**src/hw/rtl/frct_pkg.sv**
```systemverilog
package frct_pkg;

   // Fixed field widths
   localparam int ADDR_W     = 48;
   localparam int KIND_W     = 2;
   localparam int COUNT_W    = 32;
   localparam int STATUS_W   = 2;
   localparam int LIMIT_W    = 13;
   localparam int CSR_DATA_W = 32;
   localparam int CSR_ADDR_W = 3;
   localparam int REG_IDX_W  = CSR_ADDR_W - 2;

   // Parameter defaults
   localparam int FRAME_CAPACITY_DEF = 4096;
   localparam int PAGE_SHIFT_DEF     = 12;

   localparam logic [COUNT_W-1:0] COUNT_MAX = '1;

   // Operation kinds
   localparam logic [KIND_W-1:0] KIND_INC  = 2'd0;
   localparam logic [KIND_W-1:0] KIND_DEC  = 2'd1;
   localparam logic [KIND_W-1:0] KIND_READ = 2'd2;
   localparam logic [KIND_W-1:0] KIND_SET  = 2'd3;

   // Result status codes
   localparam logic [STATUS_W-1:0] ST_OK    = 2'd0;
   localparam logic [STATUS_W-1:0] ST_RANGE = 2'd1;
   localparam logic [STATUS_W-1:0] ST_OVER  = 2'd2;
   localparam logic [STATUS_W-1:0] ST_UNDER = 2'd3;

   // Register indexes
   localparam logic [REG_IDX_W-1:0] REG_FRAMES_IN_USE = 1'd0;

   // Controller to datapath commands
   typedef struct packed {
      logic clear_step;  // write zero at the clear index, advance it
      logic capture;     // take the request, start the table read
      logic commit;      // update the entry, load the response register
   } cmd_type;

   // Datapath to controller status
   typedef struct packed {
      logic clear_last;  // clear index is at the last entry
   } status_type;

endpackage

```
**src/hw/rtl/frct_ctrl.sv**
```systemverilog
module frct_ctrl (
   input  logic                 clock,
   input  logic                 reset,
   input  logic                 req_valid,
   output logic                 req_ready,
   output logic                 rsp_valid,
   input  logic                 rsp_ready,
   input  frct_pkg::status_type status,
   output frct_pkg::cmd_type    cmd
);

   localparam logic [1:0] S_CLEAR  = 2'd0;
   localparam logic [1:0] S_IDLE   = 2'd1;
   localparam logic [1:0] S_COMMIT = 2'd2;

   logic [1:0] state_ff, state_in;
   logic       rsp_valid_ff, rsp_valid_in;
   logic       out_free;

   // Response register can take a new result this cycle
   assign out_free = !rsp_valid_ff || rsp_ready;

   assign req_ready = (state_ff == S_IDLE);

   // Commands
   always_comb begin
      cmd.clear_step = (state_ff == S_CLEAR);
      cmd.capture    = (state_ff == S_IDLE) && req_valid;
      cmd.commit     = (state_ff == S_COMMIT) && out_free;
   end

   // Next state
   always_comb begin
      state_in = state_ff;
      case (state_ff)
         S_CLEAR: begin
            if (status.clear_last) state_in = S_IDLE;
         end
         S_IDLE: begin
            if (req_valid) state_in = S_COMMIT;
         end
         S_COMMIT: begin
            if (out_free) state_in = S_IDLE;
         end
         default: state_in = S_CLEAR;
      endcase
   end

   // Response valid: set on commit, dropped when taken
   always_comb begin
      if (cmd.commit) begin
         rsp_valid_in = 1'b1;
      end else if (rsp_ready) begin
         rsp_valid_in = 1'b0;
      end else begin
         rsp_valid_in = rsp_valid_ff;
      end
   end

   always_ff @(posedge clock) begin
      if (reset) begin
         state_ff     <= S_CLEAR;
         rsp_valid_ff <= 1'b0;
      end else begin
         state_ff     <= state_in;
         rsp_valid_ff <= rsp_valid_in;
      end
   end

   assign rsp_valid = rsp_valid_ff;

endmodule

```
**config.mk**
```make
export PLATFORM = sky130hd
export DESIGN_NAME = frct_ctrl
export DESIGN_NICKNAME = d
export VERILOG_FILES = /design/src/hw/rtl/frct_pkg.sv /design/src/hw/rtl/frct_ctrl.sv
export SDC_FILE = /design/constraint.sdc
export NUM_CORES = 1
export LEC_CHECK = 0
export BUFFER_PORTS_ARGS = -buffer_cell sky130_fd_sc_hd__buf_2
export CORE_AREA = 5 5 42 44
export CTS_CLUSTER_SIZE = 40
export DETAILED_ROUTE_END_ITERATION = 7
export DIE_AREA = 0 0 47 49
export GPL_TIMING_DRIVEN = 0
export PLACE_DENSITY_LB_ADDON = 0.05
export SETUP_SLACK_MARGIN = 0.3
export SLEW_MARGIN = 20
export SYNTH_ARGS = -nofsm -noshare
export SYNTH_HDL_FRONTEND = slang
export SYNTH_SLANG_ARGS = --single-unit
```
**constraint.sdc**
```tcl
create_clock -name clock -period 2 [get_ports clock]
set_input_delay 0.4 -clock clock [delete_from_list [all_inputs] [get_ports clock]]
set_output_delay 0.4 -clock clock [all_outputs]
set_load 0.05 [all_outputs]
```
==> flow_metrics.py, run 1 <==
metrics = {
    "status": {
        "status": "finished, final reports clean",
    },
    "clock_tree": {
        "htree_levels": 1,
        "cts_max_path_buffers": 2,
        "clkSlewWorstSetupHoldPaths_ns": 0.04,
        "clk_latency_ns": 0.23,
        "clock_tree_from_tritoncts": "done",
        "cts-root-buf": "sky130_fd_sc_hd__clkbuf_4",
        "inserted_clock_buffers": 3,
        "sinks_on_the_clock_net": 3,
    },
    "placement": {
        "placement.io_buffers": 9,
        "dp_worst_setup_slack_ns": 0.474,
        "gp_routability_congestion": 0.553,
        "dpl.cell_count": 42,
    },
    "drt": {
        "drt.antenna.violating_nets": 0,
        "drt_iter0_markers": 1,
        "first_pass_iters": 2,
        "wl_met1_um": 162,
        "routed.top_layer": "met4",
        "post_drt_via_cell_ratio": 3.53,
        "via_count": 166,
        "drt-total-wl_um": 428,
        "met3_wirelength_from_detailed_routing_um": 30,
        "met2_length_um": 214,
        "post-route-drc-count": 0,
        "wl_per_cell_um": 9.11,
    },
    "synthesis": {
        "synth_seq_area_share": 0.364,
        "post_synth_num_cell_types": 14,
        "postSynthRegisterBits": 3,
        "netlist_instances": 17,
        "net_count_synth": 22,
        "syn_area_um2": 165,
        "syn-mean-instance-area_um2": 9.72,
        "synth_warnings": 0,
    },
    "die": {
        "chipHeight_um": 49,
        "die_w_um": 47,
        "floorplan.initialDensity": 0.118,
        "num_io_pins": 10,
        "core-area_mm2": 0.00140,
        "placementRows": 14,
        "dieArea_mm2": 0.00230,
    },
    "setup_path": {
        "cp.arrival_ns": 1.20,
        "timing.critical_path.fanout_max": 5,
        "critical_path_class": "reg -> out",
        "required_ns": 1.60,
        "critPathCaptureType": "output pin",
        "worstSetupStartpointType": "flop",
    },
    "finish": {
        "post_route_cells_drive_above_1_share": 0.581,
        "diodes": 0,
        "final_core_util": 0.199,
        "layout.nets": 37,
        "final_cells": 47,
        "area.growth.synth_to_final_pct": 68.9,
    },
    "global_routing": {
        "grt_pass1_wl_um": 634,
        "overflow": 0,
        "antenna_violations_before_repair": 0,
        "pin_count_of_the_biggest_net_entering_global_routing": 9,
        "via_count_of_the_first_global_routing_pass": 158,
        "track_usage": 0.0450,
    },
    "power": {
        "powerDensity_mw_per_mm2": 812,
        "leakage_nw": 0.130,
        "power.ir.vdd_worst_uv": 195,
        "total_power_w": 0.000227,
    },
    "flow_run": {
        "reported_max_cap_violation_count": 0,
    },
    "sta": {
        "setup_ws_post_layout_ns": 0.403,
        "worst_slew_pin_slew_ns": 0.249,
        "min_period_ns": 1.60,
        "fmaxAchievable_mhz": 626,
        "grt_setup_unrepaired": "no",
        "period_share": 0.799,
        "finalSetupTns_ns": 0,
        "setup_viol": 0,
        "timing_max_transition_violations_final": 0,
        "finalHoldViolations": 0,
        "finalClockSkew_ns": 0.000782,
        "max-slew-margin-rel": 0.831,
    },
    "worst_hold_path": {
        "hold_class": "in -> reg",
    },
}
==> critical path, stage by stage, from the launching register on <==
cell and delay [ns]:
sky130_fd_sc_hd__dfxtp_4 0.33, sky130_fd_sc_hd__buf_4 0.14, sky130_fd_sc_hd__and3b_2 0.23, sky130_fd_sc_hd__buf_2 0.26
==> through the flow <==
step / hold WS, ns / area (µm²)
3_3_place_gp: 0.522 / 230
2_1_floorplan: 0.469 / 165
4_1_cts: 0.371 / 260
5_1_grt: 0.366 / 279
6_report: 0.371 / 279
3_5_place_dp: 0.508 / 230
==> final cells by class <==
class | instances | area (µm²)
fillers | 173 | 1120
multi-input cells | 13 | 97.6
flip-flops and latches | 3 | 65.1
repair buffers | 10 | 62.6
clock buffers | 4 | 26.3
well taps | 16 | 20.0
plain buffers | 1 | 7.51
==> flip-flops by register name, indices dropped and copies added (netlist names) <==
register / cells
state_ff: 2
rsp_valid: 1
==> cells by family (layout without fill, tap and decap cells) <==
logic type / Yosys count / count (layout) / share of synthesized area
buf+inv: 1 / 15 / 0.0455
flops: 3 / 3 / 0.364
simple gates: 10 / 10 / 0.447
compound gates: 3 / 3 / 0.144
==> metal layers <==
metal	track usage	up-vias
met3	0.0332	2
met1	0.0395	68
met2	0.0566	5
met4	0.0553	0
li1	-	91
met5	0	-
==> Yosys cell counts (all sizes together) <==
cell type | number | share of area
and2b | 1 | 0.045
nor2 | 2 | 0.045
or2b | 1 | 0.045
or4b | 1 | 0.061
and3b | 2 | 0.11
a21oi | 1 | 0.030
nor2b | 1 | 0.038
o21ba | 1 | 0.061
dfxtp | 3 | 0.36
buf | 1 | 0.045
o41ai | 1 | 0.053
nor4bb | 1 | 0.061
nand2b | 1 | 0.038
==> where the power goes <==
part / internal, W / switching [W] / leakage, nW
Sequential: 0.0000632 / 0.00000412 / 0.0256
Combinational: 0.0000177 / 0.0000337 / 0.0890
Clock: 0.0000749 / 0.0000330 / 0.0150
==> timing repair <==
action | 4_1_cts | 5_1_grt
endpoints found under the setup margin | 1 | 1
gates resized for setup | 2 | 4
hold buffers | 0 | 0
setup buffers | 0 | 1
==> worst paths after layout <==
path / slack, ns / endpoint / start / cells after the start
setup / recovery: 0.40 / cmd[1] / state_ff[1] / 3
hold reg to reg: 0.50 / state_ff[0] / state_ff[0] / 1
setup reg to reg: 0.84 / state_ff[0] / state_ff[1] / 3
hold / removal: 0.37 / rsp_valid / reset / 2
==> placed cells by master, fill, tap and decap left out, types with 2 or more instances in the layout <==
master	n
sky130_fd_sc_hd__clkbuf_4	3
sky130_fd_sc_hd__buf_2	8
sky130_fd_sc_hd__buf_4	2
sky130_fd_sc_hd__nor2_1	2
Power figures use the tool's default switching activity.
==> run 2, diff against run 1 <==
- clock period: 2 -> 1.5 ns (I/O delays scaled with it)
==> run 2 against run 1 <==
Sequential power is 32% higher. Final cell count is 6.4% higher. Die area stayed put. Clock power is 28% higher. Register-to-register slack worse by 0.59 ns. Power is 43% higher. Hold slack worse by 0.094 ns. Clock skew hardly changed. Cell area is 24% higher. Critical path type unchanged. Largest cell class is now non-clock buffers. Highest routed layer is now met3.
==> flow_metrics.py, run 2 (same netlist as run 1, synthesis figures left out) <==
metrics = {
    "sta": {
        "grt_setup_unrepaired": "yes",
        "period_share": 0.983,
        "finalHoldViolations": 0,
        "setup_ws_post_layout_ns": 0.0261,
        "min_period_ns": 1.47,
        "finalClockSkew_ns": 0.00127,
        "hold_ws_ns": 0.277,
        "fmaxAchievable_mhz": 678,
        "max-slew-margin-rel": 0.827,
        "setup_viol": 0,
        "timing_max_transition_violations_final": 0,
        "worst_slew_pin_slew_ns": 0.256,
    },
    "power": {
        "powerDensity_mw_per_mm2": 937,
        "leakage_nw": 0.158,
        "p_switching_w": 0.0000960,
        "netSwitchingFraction": 0.296,
        "power_report.internal_total_w": 0.000229,
        "total_power_w": 0.000325,
        "clockPowerShare": 0.426,
        "power.ir.vdd_worst_uv": 308,
        "power.share.sequential": 0.274,
        "power_frac_comb": 0.300,
    },
    "setup_path": {
        "worstSetupStartpointType": "flop",
        "cp.arrival_ns": 1.17,
        "timing.critical_path.fanout_max": 6,
        "critPathCaptureType": "output pin",
        "slack_of_the_worst_reg_to_reg_path_ns": 0.25,
        "worst_r2r_endpoint": "state_ff[0]",
        "reg2reg_depth": 4,
        "reg2reg_from": "state_ff[1]",
        "required_ns": 1.20,
        "critical_path_class": "reg -> out",
    },
    "clock_tree": {
        "sinks_on_the_clock_net": 3,
        "clock_tree_from_tritoncts": "done",
        "htree_levels": 1,
        "cts-root-buf": "sky130_fd_sc_hd__clkbuf_4",
        "clk_latency_ns": 0.23,
        "clkSlewWorstSetupHoldPaths_ns": 0.04,
        "cts_max_path_buffers": 2,
        "inserted_clock_buffers": 3,
        "post_cts_hold_buffer_count": 0,
    },
    "finish": {
        "flip_flop_count_of_the_largest_register_all_copies_and_words_added": 2,
        "diodes": 0,
        "largest-register": "state_ff",
        "layout_common_cells": "sky130_fd_sc_hd__buf_2, sky130_fd_sc_hd__buf_4, sky130_fd_sc_hd__clkbuf_4, sky130_fd_sc_hd__buf_8, sky130_fd_sc_hd__buf_6",
        "area.growth.synth_to_final_pct": 110,
        "layout.nets": 40,
        "fin_area_um2": 347,
        "mostFrequentLayoutCell": "sky130_fd_sc_hd__buf_2",
        "final_cells": 50,
        "post_route_cells_drive_above_1_share": 0.676,
    },
    "worst_hold_path": {
        "whs_path_depth": 2,
        "hold_class": "in -> reg",
        "worst_hold_startpoint": "reset",
        "hold_end": "rsp_valid",
    },
    "global_routing": {
        "grt_use_met1": 0.0374,
        "gr-usage-met3": 0.0332,
        "grt_pass1_wl_um": 641,
        "pin_count_of_the_biggest_net_entering_global_routing": 8,
        "track_usage": 0.0430,
        "overflow": 0,
        "globalRouteMet2Util": 0.0588,
        "busiest_layer": "met2",
        "antenna_violations_before_repair": 0,
        "via_count_of_the_first_global_routing_pass": 172,
    },
    "drt": {
        "post_drt_via_cell_ratio": 3.60,
        "drt-total-wl_um": 460,
        "drt_iter0_markers": 0,
        "wl_per_cell_um": 9.20,
        "post-route-drc-count": 0,
        "drt.antenna.violating_nets": 0,
        "first_pass_iters": 1,
        "via_count": 180,
    },
    "status": {
        "status": "finished, final reports clean",
    },
    "die": {
        "floorplan.initialDensity": 0.118,
        "die_w_um": 47,
        "core-area_mm2": 0.00140,
        "chipHeight_um": 49,
        "dieArea_mm2": 0.00230,
        "placementRows": 14,
        "num_io_pins": 10,
    },
    "placement": {
        "gp_routability_congestion": 0.567,
        "dp_worst_setup_slack_ns": 0.0483,
        "dpl_cell_area_um2": 234,
        "dpl.cell_count": 42,
        "placement.io_buffers": 9,
    },
    "flow_run": {
        "reported_max_cap_violation_count": 0,
    },
}
run 2: cell types whose count changed in the layout (fill, tap and decap cells not counted):
cell	previous run	this run
sky130_fd_sc_hd__buf_6	0	3
sky130_fd_sc_hd__buf_2	8	5
sky130_fd_sc_hd__buf_4	2	3
sky130_fd_sc_hd__dfxtp_4	1	2
sky130_fd_sc_hd__nor2_4	0	1
sky130_fd_sc_hd__nor2_1	2	1
sky130_fd_sc_hd__dfxtp_1	1	0
sky130_fd_sc_hd__buf_8	1	3
run 2: cell type report:
cell class,instances,area (µm²)
fillers,161,1050
flip-flops and latches,3,68.8
well taps,16,20.0
clock buffers,4,26.3
repair buffers,13,119
multi-input cells,13,105
plain buffers,1,7.51
run 2: critical path: stages, from the launching register on:
cell and delay (ns):
sky130_fd_sc_hd__dfxtp_4 0.35, sky130_fd_sc_hd__or2b_1 0.23, sky130_fd_sc_hd__nor2b_1 0.11, sky130_fd_sc_hd__buf_4 0.12
sky130_fd_sc_hd__buf_8 0.13
run 2: timing repair:
item | CTS | global route
resized for setup | 14 | 4
cloned | 0 | 0
setup buffers | 3 | 1
endpoints found under the hold margin | 0 | 0
endpoints found under the setup margin | 4 | 5
run 2: how the worst max path moves through the flow:
stage,slack (ns),startpoint,cells past startpoint,to
6_report,0.03,state_ff[0],4,cmd[0]
5_1_grt,-0.04,state_ff[0],4,cmd[0]
4_1_cts,0.006,state_ff[0],4,cmd[0]
3_5_place_dp,0.05,state_ff[1],4,cmd[0]
3_3_place_gp,0.04,state_ff[1],4,cmd[0]
2_1_floorplan,0.27,state_ff[1],3,cmd[0]
run 2: power by group through the flow:
stage	Combinational [W]	Sequential, W	Clock [W]
after floorplan	0.0000464	0.0000937	0
after global placement	0.0000661	0.0000935	0
after detailed placement	0.0000660	0.0000932	0
after CTS	0.0000860	0.0000904	0.000147
after global routing	0.000102	0.0000899	0.000152
final	0.0000974	0.0000891	0.000138
run 2: stage by stage:
| stage | setup TNS [ns] | utilization |
|---|---|---|
| 2_1_floorplan | 0 | - |
| 3_3_place_gp | 0 | 0.167 |
| 3_5_place_dp | 0 | 0.167 |
| 4_1_cts | 0 | 0.231 |
| 5_1_grt | -0.0425 | 0.247 |
| 6_report | 0 | 0.247 |
run 2: metal layers:
metal / vias to the layer above / routed length [µm]
met5: - / 0
met4: 0 / 0
met3: 0 / 32
met2: 4 / 260
met1: 80 / 166
li1: 96 / -
==> run 3, diff against run 2 <==
- CELL_PAD_IN_SITES_DETAIL_PLACEMENT: unset -> 2
- CELL_PAD_IN_SITES_GLOBAL_PLACEMENT: unset -> 2
==> run 3 against run 2 <==
Sequential power increased by 0.8%. Flip-flop and latch count unchanged. Wire length is 28% higher. Fmax fell by 0.57%. Clock power about the same. First-iteration DRC count grew 2. Worst setup slack got worse by 0.0085 ns. Via count is 11% higher. Combinational power grew 6%. Power rose by 2.4%. Critical endpoint is now req_ready. Largest cell class unchanged.
==> flow_metrics.py, run 3 (same netlist as run 1, synthesis figures left out) <==
metrics = {
    "global_routing": {
        "grt_pass1_wl_um": 883,
        "pin_count_of_the_biggest_net_entering_global_routing": 8,
        "antenna_violations_before_repair": 0,
        "via_count_of_the_first_global_routing_pass": 179,
        "track_usage": 0.0577,
        "overflow": 0,
    },
    "drt": {
        "post-route-drc-count": 0,
        "drt-total-wl_um": 589,
        "post_drt_via_cell_ratio": 3.85,
        "drt_iter0_markers": 2,
        "wl_per_cell_um": 11.3,
        "first_pass_iters": 2,
        "drt.antenna.violating_nets": 0,
        "via_count": 200,
    },
    "finish": {
        "mostFrequentLayoutCell": "sky130_fd_sc_hd__buf_4",
        "final_core_util": 0.261,
        "area.growth.synth_to_final_pct": 121,
        "flip_flop_count_of_the_largest_register_all_copies_and_words_added": 2,
        "post_route_cells_drive_above_1_share": 0.750,
        "largest-register": "state_ff",
        "seq_area_um2": 68.8,
        "layout.nets": 42,
        "fin_area_um2": 365,
        "layout_common_cells": "sky130_fd_sc_hd__buf_4, sky130_fd_sc_hd__buf_2, sky130_fd_sc_hd__clkbuf_4, sky130_fd_sc_hd__buf_6",
        "diodes": 0,
        "multiInputGateArea_um2": 116,
        "layout.filler_cells": 172,
    },
    "sta": {
        "period_share": 0.988,
        "finalClockSkew_ns": 0.00410,
        "setup_viol": 0,
        "min_period_ns": 1.48,
        "finalHoldViolations": 0,
        "timing_max_transition_violations_final": 0,
        "max-slew-margin-rel": 0.809,
        "fmaxAchievable_mhz": 675,
        "worst_slew_pin_slew_ns": 0.282,
        "grt_setup_unrepaired": "yes",
    },
    "power": {
        "p_switching_w": 0.0000998,
        "clockPowerShare": 0.420,
        "leakage_nw": 0.172,
        "power.ir.vdd_worst_uv": 308,
        "power.share.sequential": 0.270,
        "power_report.internal_total_w": 0.000233,
        "netSwitchingFraction": 0.300,
        "power_frac_comb": 0.310,
        "powerDensity_mw_per_mm2": 910,
    },
    "clock_tree": {
        "cts-root-buf": "sky130_fd_sc_hd__clkbuf_4",
        "clkSlewWorstSetupHoldPaths_ns": 0.04,
        "htree_levels": 1,
        "inserted_clock_buffers": 3,
        "clk_latency_ns": 0.23,
        "post_cts_hold_buffer_count": 0,
        "cts_max_path_buffers": 2,
        "clock_tree_from_tritoncts": "done",
        "sinks_on_the_clock_net": 3,
    },
    "placement": {
        "placement.io_buffers": 9,
        "dpl_cell_area_um2": 234,
        "gp_routability_congestion": 0.596,
    },
    "setup_path": {
        "timing.critical_path.fanout_max": 4,
        "required_ns": 1.20,
        "critPathCaptureType": "output pin",
        "worstSetupStartpointType": "flop",
        "critical_path_class": "reg -> out",
        "slack_of_the_worst_reg_to_reg_path_ns": 0.22,
        "cp.arrival_ns": 1.18,
    },
    "worst_hold_path": {
        "hold_class": "in -> reg",
    },
    "die": {
        "placementRows": 14,
        "chipHeight_um": 49,
        "num_io_pins": 10,
        "floorplan.initialDensity": 0.118,
        "dieArea_mm2": 0.00230,
        "die_w_um": 47,
        "core-area_mm2": 0.00140,
    },
    "status": {
        "status": "finished, final reports clean",
    },
    "flow_run": {
        "reported_max_cap_violation_count": 0,
    },
}
## run 3: power groups by stage
stage / combinational, W / sequential [W] / clock, W
floorplan: 0.0000464 / 0.0000937 / 0
global placement: 0.0000658 / 0.0000936 / 0
detailed placement: 0.0000662 / 0.0000935 / 0
CTS: 0.0000842 / 0.0000907 / 0.000149
global route: 0.000109 / 0.0000908 / 0.000154
finish: 0.000103 / 0.0000898 / 0.000140
## run 3: repair_timing
item | CTS | global route
setup buffers | 2 | 4
endpoints found under the setup margin | 4 | 5
gates resized for setup | 13 | 5
## run 3: final cells by class
| type | count | area share |
|---|---|---|
| sequential | 3 | 0.188 |
| multi-input combinational | 13 | 0.318 |
| clock buffer | 4 | 0.0719 |
| buffer | 1 | 0.0205 |
| timing repair buffer | 15 | 0.346 |
| tap | 16 | 0.0548 |
## run 3: path summary, 6_finish.rpt
check	depth (start not counted)	start	endpoint
worst max-delay path	4	state_ff[1]	req_ready
worst max register to register	4	state_ff[1]	state_ff[0]
worst min-delay path	2	reset	rsp_valid
worst min register to register	1	state_ff[0]	state_ff[0]
## run 3: critical path, stage by stage (launching register included)
cell	delay, ns
sky130_fd_sc_hd__dfxtp_4	0.34
sky130_fd_sc_hd__buf_4	0.14
sky130_fd_sc_hd__buf_6	0.12
sky130_fd_sc_hd__and2b_1	0.20
sky130_fd_sc_hd__buf_6	0.16
## run 3: through the flow
step / TNS (ns) / instances / hold WS [ns] / total power (W) / setup slack [ns]
5_1_grt: -0.0683 / 52 / 0.313 / 0.000354 / -0.0359
6_report: 0 / 52 / 0.312 / 0.000333 / 0.0176
2_1_floorplan: 0 / 17 / 0.362 / 0.000140 / 0.273
3_5_place_dp: 0 / 42 / 0.510 / 0.000160 / 0.0271
3_3_place_gp: 0 / 42 / 0.510 / 0.000159 / 0.0353
4_1_cts: 0 / 48 / 0.285 / 0.000324 / 0.00640
## run 3: layer usage
metal / routed length, µm / track usage
met5: 0 / 0
met4: 0 / 0.0415
met3: 40 / 0.0332
met2: 315 / 0.0792
met1: 232 / 0.0636
